### src/rtl/core/uleb_pkg.sv
// Shared types, codes and helpers for the ULEB128 stream decoder.
package uleb_pkg;

    // decode_mode codes
    localparam logic [1:0] MODE_32   = 2'd0;
    localparam logic [1:0] MODE_64   = 2'd1;
    localparam logic [1:0] MODE_SKIP = 2'd2;
    localparam logic [1:0] MODE_RSVD = 2'd3;

    // result status codes
    localparam logic [1:0] ST_OK    = 2'd0;
    localparam logic [1:0] ST_LONG  = 2'd1;
    localparam logic [1:0] ST_TRUNC = 2'd2;

    // byte limits per mode
    localparam logic [3:0] LIMIT_32   = 4'd5;
    localparam logic [3:0] LIMIT_64   = 4'd10;
    localparam logic [3:0] LIMIT_SKIP = 4'd9;

    // largest payload allowed in the limit byte
    localparam logic [6:0] MAXBITS_32 = 7'd15;
    localparam logic [6:0] MAXBITS_64 = 7'd1;

    localparam int unsigned VALUE_W = 64;
    localparam int unsigned COUNT_W = 4;

    // outcome of one byte
    typedef struct packed {
        logic                 emit;
        logic [VALUE_W-1:0]   value;
        logic [1:0]           status;
        logic [COUNT_W-1:0]   count;
        logic [VALUE_W-1:0]   acc_next;
        logic [COUNT_W-1:0]   seen_next;
    } t_step;

    // bit position of byte number n (from 1): 7*(n-1)
    function automatic logic [5:0] shift_of(input logic [COUNT_W-1:0] n);
        logic [5:0] sh;
        sh = 6'd0;
        unique case (n)
            4'd2:    sh = 6'd7;
            4'd3:    sh = 6'd14;
            4'd4:    sh = 6'd21;
            4'd5:    sh = 6'd28;
            4'd6:    sh = 6'd35;
            4'd7:    sh = 6'd42;
            4'd8:    sh = 6'd49;
            4'd9:    sh = 6'd56;
            4'd10:   sh = 6'd63;
            default: sh = 6'd0;
        endcase
        return sh;
    endfunction

endpackage

### src/rtl/core/uleb_step.sv
// Per-byte decode logic: judges one byte against the running number state.
module uleb_step (
    input  logic [7:0]                   i_byte,
    input  logic                         i_last,
    input  logic [1:0]                   i_mode,
    input  logic [uleb_pkg::VALUE_W-1:0] i_acc,
    input  logic [uleb_pkg::COUNT_W-1:0] i_seen,
    output uleb_pkg::t_step              o_step
);

    logic                         cont;
    logic [6:0]                   bits;
    logic [uleb_pkg::COUNT_W-1:0] n;
    logic                         skip;
    logic [uleb_pkg::COUNT_W-1:0] limit;
    logic [6:0]                   maxbits;
    logic [uleb_pkg::VALUE_W-1:0] placed;
    logic [uleb_pkg::VALUE_W-1:0] merged;

    assign cont   = i_byte[7];
    assign bits   = i_byte[6:0];
    assign n      = i_seen + 4'd1;
    assign placed = {57'd0, bits} << uleb_pkg::shift_of(n);
    assign merged = i_acc | placed;

    // mode decode
    always_comb begin
        skip    = 1'b0;
        limit   = uleb_pkg::LIMIT_64;
        maxbits = uleb_pkg::MAXBITS_64;
        unique case (i_mode)
            uleb_pkg::MODE_32: begin
                limit   = uleb_pkg::LIMIT_32;
                maxbits = uleb_pkg::MAXBITS_32;
            end
            uleb_pkg::MODE_64: begin
                limit   = uleb_pkg::LIMIT_64;
            end
            default: begin
                // reserved code behaves as skip
                skip    = 1'b1;
                limit   = uleb_pkg::LIMIT_SKIP;
            end
        endcase
    end

    // outcome selection
    always_comb begin
        o_step.emit      = 1'b1;
        o_step.value     = '0;
        o_step.status    = uleb_pkg::ST_OK;
        o_step.count     = n;
        o_step.acc_next  = '0;
        o_step.seen_next = '0;
        if (n > limit) begin
            // past the current limit (mode changed mid-number)
            o_step.status = uleb_pkg::ST_LONG;
        end else if (n == limit) begin
            if (skip) begin
                if (cont) begin
                    o_step.status = i_last ? uleb_pkg::ST_TRUNC : uleb_pkg::ST_LONG;
                end
            end else if (bits > maxbits || cont) begin
                o_step.status = uleb_pkg::ST_LONG;
            end else begin
                o_step.value = merged;
            end
        end else if (!cont) begin
            o_step.value = skip ? '0 : merged;
        end else if (i_last) begin
            o_step.status = uleb_pkg::ST_TRUNC;
        end else begin
            // continuation byte: carry the number state forward, no result
            o_step.emit      = 1'b0;
            o_step.acc_next  = skip ? i_acc : merged;
            o_step.seen_next = n;
        end
    end

endmodule

### src/rtl/core/uleb128_stream_decoder_unit.sv
// Top level of the ULEB128 stream decoder: input register, number state, result register.
//
// Usage:
//   Slave stream carries one encoded byte per transfer in i_s_tdata, with
//   i_s_tlast set on the final byte available in the buffer. The master
//   stream carries one result per decoded number (or error) in o_m_tdata.
//   Continuation bytes that neither finish nor fail a number give no result.
//   decode_mode is written through i_cfg_we / i_cfg_wdata while idle.
// Timing:
//   A byte is registered at its transfer; once the result register can take
//   a result, the per-byte logic updates the number state and loads the
//   result register, which drives o_m_tvalid for the ending byte. One byte per
//   cycle is sustained while results are taken, since the step between the
//   input and result registers is combinational.
// Reset:
//   Both registers empty, number state cleared, decode_mode = 64-bit.
// Stall:
//   A waiting result holds; the input register still takes one byte, then
//   o_s_tready drops until the result is taken.
module uleb128_stream_decoder_unit (
    input  logic        i_clk,
    input  logic        i_rst_n,
    // configuration
    input  logic        i_cfg_we,
    input  logic [1:0]  i_cfg_wdata,   // decode_mode
    // byte input stream
    input  logic        i_s_tvalid,
    output logic        o_s_tready,
    input  logic [7:0]  i_s_tdata,     // [7:0] byte_in
    input  logic        i_s_tlast,     // last_in_buffer
    // result stream
    output logic        o_m_tvalid,
    input  logic        i_m_tready,
    output logic [71:0] o_m_tdata      // [63:0] value, [65:64] status,
                                       // [69:66] byte_count, [71:70] zero
);

    logic [1:0]                   r_mode;
    logic                         r_in_valid;
    logic [7:0]                   r_in_byte;
    logic                         r_in_last;
    logic [uleb_pkg::VALUE_W-1:0] r_acc;
    logic [uleb_pkg::COUNT_W-1:0] r_seen;
    logic                         r_out_valid;
    logic [uleb_pkg::VALUE_W-1:0] r_out_value;
    logic [1:0]                   r_out_status;
    logic [uleb_pkg::COUNT_W-1:0] r_out_count;

    logic                         advance;
    logic                         in_xfer;
    uleb_pkg::t_step              step;

    // pipeline control
    assign advance    = r_in_valid && (!r_out_valid || i_m_tready);
    assign o_s_tready = !r_in_valid || advance;
    assign in_xfer    = i_s_tvalid && o_s_tready;

    uleb_step u_step (
        .i_byte (r_in_byte),
        .i_last (r_in_last),
        .i_mode (r_mode),
        .i_acc  (r_acc),
        .i_seen (r_seen),
        .o_step (step)
    );

    // configuration register
    always_ff @(posedge i_clk) begin
        if (!i_rst_n) begin
            r_mode <= uleb_pkg::MODE_64;
        end else if (i_cfg_we) begin
            r_mode <= i_cfg_wdata;
        end
    end

    // input register
    always_ff @(posedge i_clk) begin
        if (!i_rst_n) begin
            r_in_valid <= 1'b0;
        end else if (in_xfer) begin
            r_in_valid <= 1'b1;
        end else if (advance) begin
            r_in_valid <= 1'b0;
        end
    end

    always_ff @(posedge i_clk) begin
        if (in_xfer) begin
            r_in_byte <= i_s_tdata;
            r_in_last <= i_s_tlast;
        end
    end

    // number state
    always_ff @(posedge i_clk) begin
        if (!i_rst_n) begin
            r_acc  <= '0;
            r_seen <= '0;
        end else if (advance) begin
            r_acc  <= step.acc_next;
            r_seen <= step.seen_next;
        end
    end

    // result register
    always_ff @(posedge i_clk) begin
        if (!i_rst_n) begin
            r_out_valid <= 1'b0;
        end else if (advance && step.emit) begin
            r_out_valid <= 1'b1;
        end else if (i_m_tready) begin
            r_out_valid <= 1'b0;
        end
    end

    always_ff @(posedge i_clk) begin
        if (advance && step.emit) begin
            r_out_value  <= step.value;
            r_out_status <= step.status;
            r_out_count  <= step.count;
        end
    end

    assign o_m_tvalid = r_out_valid;
    assign o_m_tdata  = {2'b00, r_out_count, r_out_status, r_out_value};

endmodule

### config.mk
export PLATFORM = sky130hd
export DESIGN_NAME = uleb128_stream_decoder_unit
export DESIGN_NICKNAME = d
export VERILOG_FILES = /design/src/rtl/core/uleb_pkg.sv /design/src/rtl/core/uleb_step.sv /design/src/rtl/core/uleb128_stream_decoder_unit.sv
export SDC_FILE = /design/constraint.sdc
export NUM_CORES = 1
export LEC_CHECK = 0
export BUFFER_PORTS_ARGS = -buffer_cell sky130_fd_sc_hd__clkbuf_2
export CORE_ASPECT_RATIO = 1.1
export CORE_MARGIN = 2
export CORE_UTILIZATION = 45
export CTS_CLUSTER_SIZE = 8
export DETAILED_ROUTE_END_ITERATION = 10
export MAX_ROUTING_LAYER = met4
export SLEW_MARGIN = 25
export SYNTH_ARGS = -nofsm -noshare
export SYNTH_HDL_FRONTEND = slang
export SYNTH_HIERARCHICAL = 1
export SYNTH_SLANG_ARGS = --single-unit
### constraint.sdc
create_clock -name i_clk -period 16.3 [get_ports i_clk]
set_input_delay 2.445 -clock i_clk [delete_from_list [all_inputs] [get_ports i_clk]]
set_output_delay 2.445 -clock i_clk [all_outputs]
set_load 0.01 [all_outputs]
== After elaboration in Yosys (flattened, before gate mapping) ==
Memories as Yosys holds them, arrays and structs flattened.
Index checks and enable logic that the tools add are counted.
Word-level totals
  bits of input ports: 16
  logic and storage cells: 58
  memories kept: 1
  output and inout bits: 74
  memory bits (read-only): 96
  flip-flop bits (word level): 151
Cells by class
  reduce and logical (&&, ||, !) cells: 13
  order comparisons: 2
  shifts and indexed selects: 1
  add/sub/neg operators: 1
  equal/unequal tests: 3
  bitwise logic cells: 1
  muxes and demuxes: 26
Memory list
  (name not given): words 16, bits a word 6, read ports 1, clocked after memory_dff 0, wr ports 0, line uleb_pkg.sv:41  | unique case (n)
Operator list (number)
  $mux 64: 5
  $mux 68: 4
  $mux 66: 1
  $mux 65: 1
  $or 64x64->64: 1
  $shl 7x6->64: 1
  $mux 2: 5
  $mux 1: 8
  $pmux 4 s2: 1
  $gt 7x4->1: 1
  $ne 5x2->1 const B: 1
  $add 4x1->4 const B: 1
  $eq 4x4->1: 1
  $gt 4x4->1: 1
  $mux 4: 1
  $reduce_bool 2->1: 2
  $logic_and 1x1->1: 3
  $logic_or 1x1->1: 3
  $eq 2x1->1 const B: 1
  $logic_not 1->1: 2
  $logic_not 2->1: 1
  $reduce_and 2->1: 1
  $reduce_or 2->1: 1

== Longest topological paths before layout ==
Gate-level depths: netlist of the first run.
  depth in word-level cells: 10
  depth in mapped cells: 17
  mapped depth without buffers: 15

== Hierarchy ==
The synthesis of the first run kept the hierarchy.
By module, submodules not included
  uleb128_stream_decoder_unit: times used 1, area each 5261.3 um^2, cells each 396
  uleb_step: times used 1, area each 3014.1 um^2, cells each 522

== Worst setup path before layout of the first run ==
No wires, ideal clock.
  path kind: register to register
  start point: register r_seen[0] in the netlist's numbering
  end point: register r_out_count[0] in the netlist's numbering, enable pin
  setup slack: 10.356 ns
  required time: 15.802 ns
  library setup time: 0.498 ns
  arrival: 5.446 ns
  cell stages (with the launch flop): 14
  period minus slack after synthesis: 5.944 ns
  cell sequence: dfxtp_1 -> buf_2 -> inv_1 -> ha_1 -> clkbuf_1 -> inv_1 -> ha_1 -> and4_1 -> clkbuf_1 -> nor3_2 -> inv_2 -> clkbuf_1 -> nand2_1 -> nor2_1
RTL lines
  start, declared: line uleb128_stream_decoder_unit.sv:43  | logic [uleb_pkg::COUNT_W-1:0] r_seen;
  start signal, assigned: line uleb128_stream_decoder_unit.sv:101  | r_seen <= step.seen_next;
  end signal, assigned: line uleb128_stream_decoder_unit.sv:120  | r_out_count <= step.count;
  end, declared: line uleb128_stream_decoder_unit.sv:47  | logic [uleb_pkg::COUNT_W-1:0] r_out_count;

== Worst setup path after layout of the first run ==
  start point: input port i_m_tready
  end point: output port o_s_tready
On the way
  cells in the longest elaborated chain, start to end: 3
RTL lines
  start, declared: line uleb128_stream_decoder_unit.sv:33  | input logic i_m_tready,
  $logic_or 1x1->1: line uleb128_stream_decoder_unit.sv:54  | assign advance = r_in_valid && (!r_out_valid || i_m_tready);
  $logic_and 1x1->1: line uleb128_stream_decoder_unit.sv:54
  $logic_or 1x1->1: line uleb128_stream_decoder_unit.sv:55  | assign o_s_tready = !r_in_valid || advance;
  end, declared: line uleb128_stream_decoder_unit.sv:28  | output logic o_s_tready,
Every way passes these cells.

==> results of run 1 <==
## worst paths after layout
path	startpoint	end	slack, ns	depth (start not counted)
hold reg to reg	r_acc[8]	r_acc[8]	0.47	2
setup / recovery	i_m_tready	o_s_tready	10.89	4
setup reg to reg	r_mode[1]	r_acc[15]	11.30	15
hold / removal	r_acc[8]	r_acc[8]	0.47	2
## critical path: stages
cell and delay [ns]:
clkbuf_2 0.10, nor2b_4 0.20, nand2_1 0.09, clkbuf_2 0.13
## layout make-up
cell class	count	area share
clock inverter	7	0.01011
inverter	14	0.005585
sequential	151	0.4053
antenna	1	0.0002660
multi-input combinational	695	0.4386
tap	243	0.03231
clock buffer	25	0.05279
timing repair buffer	95	0.05505
## flip-flops by register name, summed over array words and instances, names as in the netlist
register,flops
o_m_tvalid,1
r_acc,64
r_in_byte,8
r_in_last,1
r_in_valid,1
r_mode,2
r_out_count,4
r_out_status,2
r_out_value,64
r_seen,4
## metal layers
layer,wire length (um),share of wire,GRT usage
met5,0,0,-
met4,399,0.019,0.07553
met3,1118,0.053,0.04931
met2,10250,0.48,0.3534
met1,9450,0.45,0.2920
## through the flow
step	area [um2]	cells
6_report	9409	1231
2_1_floorplan	8279	919
3_5_place_dp	8787	1197
4_1_cts	9379	1229
3_3_place_gp	8787	1197
5_1_grt	9409	1231
## where the power goes
part           switching (mW)  internal [mW]  leakage (nW)
combinational          0.0549         0.0221          1.67
sequential            0.00476          0.408          1.36
clock                   0.155          0.243         0.287
total                   0.214          0.673          3.32
## placed cells by master, fill, tap and decap left out, types with 13 or more instances in the layout
cell,synthesis,final
nand2_1,257,257
clkbuf_2,0,86
edfxtp_1,79,79
mux2i_1,76,76
dfxtp_1,72,72
nor2_1,72,71
o21ai_0,64,64
a21oi_1,33,32
o21ai_1,21,21
clkbuf_16,0,18
nand3_1,14,14
o31ai_1,13,13
## cells in the mapped netlist (6+ instances only)
| cell type | number | share of area |
|---|---|---|
| mux2i_1 | 76 | 0.092 |
| nand3_1 | 14 | 0.0085 |
| dfxtp_1 | 72 | 0.17 |
| a32o_1 | 9 | 0.011 |
| edfxtp_1 | 79 | 0.29 |
| clkbuf_1 | 34 | 0.015 |
| buf_4 | 10 | 0.0091 |
| buf_2 | 10 | 0.0060 |
| nor2b_1 | 7 | 0.0053 |
| nand2_1 | 257 | 0.12 |
| ha_1 | 12 | 0.018 |
| o21ai_0 | 64 | 0.039 |
| nand2b_1 | 7 | 0.0053 |
| nor2_1 | 72 | 0.033 |
| a221oi_1 | 6 | 0.0064 |
| o21ai_1 | 21 | 0.013 |
| nor3_1 | 11 | 0.0067 |
| o31ai_1 | 13 | 0.012 |
| o22ai_1 | 6 | 0.0045 |
| a21oi_1 | 33 | 0.020 |
| inv_1 | 11 | 0.0050 |
## cells by family (layout without fill, tap and decap cells)
logic type,count (synthesis),count (layout)
AOI/OAI and AO/OA,195,195
xor gates and xnor gates,4,4
adders and majority gates,12,12
buffers and inverters,73,141
DFF,151,151
muxes,82,82
other,1,3
and+or+nand+nor,400,400
==> impl_metrics.toml, run 1 <==
[outcome]
outcome = "finished clean"

[critical_path]
startpoint_type = "input pin"
endpoint_kind = "output port"
crit_arrival_ns = 2.97
worstSetupPathType = "input pin to output port"
crit_path_max_fanout = 5
worstPathRequired_ns = 13.86

[synthesis]
synth-xor-area-share = 0.006955
synth_compound_gate_area_share = 0.1585
synth_cell_types = 75
synth-edff-count = 79
synthFlopType = "edfxtp_1"
synth_top_family_by_area = "simple AND/OR/NAND/NOR gates"
ys_ff_latch = 151
synth_seq_area_share = 0.4608
netlist_area_um2 = 8275
syn_avg_cell_area_um2 = 9.015
yosys_warnings = 6
netlist_instances = 918
async_reset_ff_frac = 0
synth_fa_ha_area_frac = 0.01814
synthSimpleGateAreaFrac = 0.2055
yosys-mux-area-fraction = 0.1051

[timing]
hold_violations = 0
fin_skew_ns = 0.008515
fmax_ghz = 0.1847
fin_tns_setup_ns = 0
slew_headroom = 0.3112
hold_slack_ns = 0.4690
setup_ws_ns = 10.89
rsz0062_at_grt = "no"
worst_pin_slew_ns = 1.025
post-route-period-util = 0.3321
setup_violations = 0
finalMaxSlewViolations = 0
fin_crit_ns = 5.413

[placement]
place_congestion = 0.9403
dp_hpwl_um = 13970
port_buffers = 87
pre_cts_ws_ns = 10.88

[power]
peakVddDrop_v = 0.00006714
total_power_mw = 0.8874
cellPowerDensity_nw_per_um2 = 94.32
power.leakage_nw = 3.315

[die]
die_y_um = 146.2
die_area_um2 = 19490
num_io_pins = 90
chipWidth_um = 133.3
initial_core_util = 0.4543
fp-row-count = 52
core_um2 = 18220

[cts]
cts.clk_slew.worst_paths_ns = 0.06
cts_htree_levels = 4
hold_buffers = 0
cts_buffers = 17
cts_root_buffer = "clkbuf_16"
clock_sinks = 151
cts_setup_buffers = 0
clock_latency_ns = 0.43
cts_tree = "yes"
clockBufferDepth = 2
cts_resized = 0

[global_route]
grt_start_max_net_pins = 82
grtUsageTotal = 0.2259
grt_pass1_wl_um = 33540
grt_pass1_vias = 6238
grt_antenna_before_repair = 1
gr-total-overflow = 0

[routing]
ant_nets = 0
wl_per_cell_um = 17.23
drt_iter0_drc = 688
remaining_drc_errors = 0
first_pass_iters = 5
vias = 6825
drt_wl_total_um = 21220
routed_via_density = 5.544

[cells_and_area]
fin_util = 0.5165
syn_to_final_growth_pct = 13.70
multi_input_area_um2 = 4126
layout-drive-gt1-share = 0.1641
nFillCells = 1712
seqCellArea_um2 = 3814
layout.nets = 1002

[flow_run]
cap_violations = 0

[hold_path]
hold_path_class = "flip-flop to flip-flop"
No activity file was read; power rests on OpenSTA's default activity.
==> inputs of run 2 (changes only) <==
==> constraint.sdc (replaced) <==
create_clock -name i_clk -period 5.1 [get_ports i_clk]
set_input_delay 0.765 -clock i_clk [delete_from_list [all_inputs] [get_ports i_clk]]
set_output_delay 0.765 -clock i_clk [all_outputs]
set_load 0.01 [all_outputs]
==> impl_metrics.toml, run 2 (synthesized netlist as in run 1, its figures left out) <==
[critical_path]
worstSetupPathType = "flip-flop to flip-flop"
r2r_cells = 15
worstPathRequired_ns = 5.45
crit_arrival_ns = 4.67
crit_path_max_fanout = 15
timing.rr.start = "r_seen[0]"
endpoint_kind = "flip-flop"
crit_start = "r_seen[0]"
startpoint_type = "flip-flop"

[timing]
fmax_ghz = 0.2319
worst_pin_slew_ns = 0.9684
fin_tns_setup_ns = 0
finalMaxSlewViolations = 0
fin_crit_ns = 4.313
rsz0062_at_grt = "no"
slew_headroom = 0.3544
fin_skew_ns = 0.008222
setup_violations = 0
setup_ws_ns = 0.7873
post-route-period-util = 0.8456
hold_violations = 0

[die]
initial_core_util = 0.4543
chipWidth_um = 133.3
die_area_um2 = 19490
num_io_pins = 90
die_y_um = 146.2
fp-row-count = 52
core_um2 = 18220

[global_route]
grt_pass1_vias = 6348
grt_antenna_before_repair = 0
grt_pass1_wl_um = 34380
grt_start_max_net_pins = 99
grtUsageTotal = 0.2320
gr-total-overflow = 0

[cells_and_area]
postLayoutCellArea_um2 = 9484
reg_top3 = "r_acc: 64 flops, r_out_value: 64 flops, r_in_byte: 8 flops"
multi_input_area_um2 = 4123
final_common_cell = "nand2_1"
seqCellArea_um2 = 3814
syn_to_final_growth_pct = 14.61
nFillCells = 1700
layout_common_cells = "nand2_1 (257), clkbuf_2 (86), edfxtp_1 (79)"
antenna_cells = 0
layout-drive-gt1-share = 0.1730
layout.nets = 1009

[routing]
ant_nets = 0
routed_via_density = 5.520
remaining_drc_errors = 0
vias = 6828
first_pass_iters = 5
drt_wl_total_um = 21600
wl_per_cell_um = 17.46
drt_iter0_drc = 576

[placement]
placed_cell_area_um2 = 8869
dp_hpwl_um = 14440
pre_cts_ws_ns = 0.9163
port_buffers = 87
place_congestion = 0.9490

[cts]
cts_htree_levels = 4
hold_buffers = 0
cts_root_buffer = "clkbuf_16"
cts.clk_slew.worst_paths_ns = 0.06
clock_latency_ns = 0.42
cts_resized = 0
cts_setup_buffers = 0
cts_tree = "yes"
clockBufferDepth = 2
cts_buffers = 17
clock_sinks = 151

[flow_run]
cap_violations = 0

[power]
power.leakage_nw = 3.356
cellPowerDensity_nw_per_um2 = 304.6
total_power_mw = 2.888
peakVddDrop_v = 0.0002228

[hold_path]
min_from = "r_acc[5]"
hold-path-cell-count = 2
hold_path_class = "flip-flop to flip-flop"

[outcome]
outcome = "finished clean"
## run 2: metal layers
metal | global-route usage | up-vias | routed length (um) | share of wire
met4 | 0.08989 | 0 | 583 | 0.027
met3 | 0.04375 | 34 | 990 | 0.046
met1 | 0.3042 | 3238 | 9852 | 0.46
li1 | - | 3368 | - | -
met2 | 0.3572 | 188 | 10170 | 0.47
met5 | - | - | 0 | 0
## run 2: per-stage QoR
| step | instances | utilization | hold WS (ns) |
|---|---|---|---|
| after floorplan | 919 | - | 0.4351 |
| after global placement | 1205 | 0.4868 | 0.4545 |
| after detailed placement | 1205 | 0.4868 | 0.4601 |
| after CTS | 1237 | 0.5206 | 0.4687 |
| after global routing | 1237 | 0.5206 | 0.4872 |
| final | 1237 | 0.5206 | 0.4715 |
## run 2: critical path: stages (launching register included)
cell	delay (ns)
dfxtp_1	0.63
inv_1	0.15
ha_1	0.51
inv_1	0.12
ha_1	0.30
nor2b_1	0.13
o21a_1	0.16
o21ai_1	0.16
nand2_1	0.13
nor3_4	0.21
inv_2	0.14
nor2_1	0.67
nand2_1	0.37
o31ai_1	0.32
nand2_1	0.09
mux2i_1	0.16
## run 2: layout make-up
class	count	share of cell area
Clock inverter	11	0.01530
Inverter	14	0.005541
Multi-Input combinational cell	695	0.4347
Timing Repair Buffer	102	0.06069
Clock buffer	21	0.04960
Sequential cell	151	0.4021
Tap cell	243	0.03206
## run 2: worst paths after layout
check | end | slack, ns
worst min register to register | r_acc[5] | 0.47
worst max-delay path | r_acc[57] | 0.79
worst min-delay path | r_acc[5] | 0.47
worst max register to register | r_acc[57] | 0.79
## run 2: where the power goes
group	internal, mW	leakage [nW]	switching (mW)
clock network	0.809	0.296	0.503
registers	1.30	1.36	0.0142
logic	0.0778	1.70	0.181
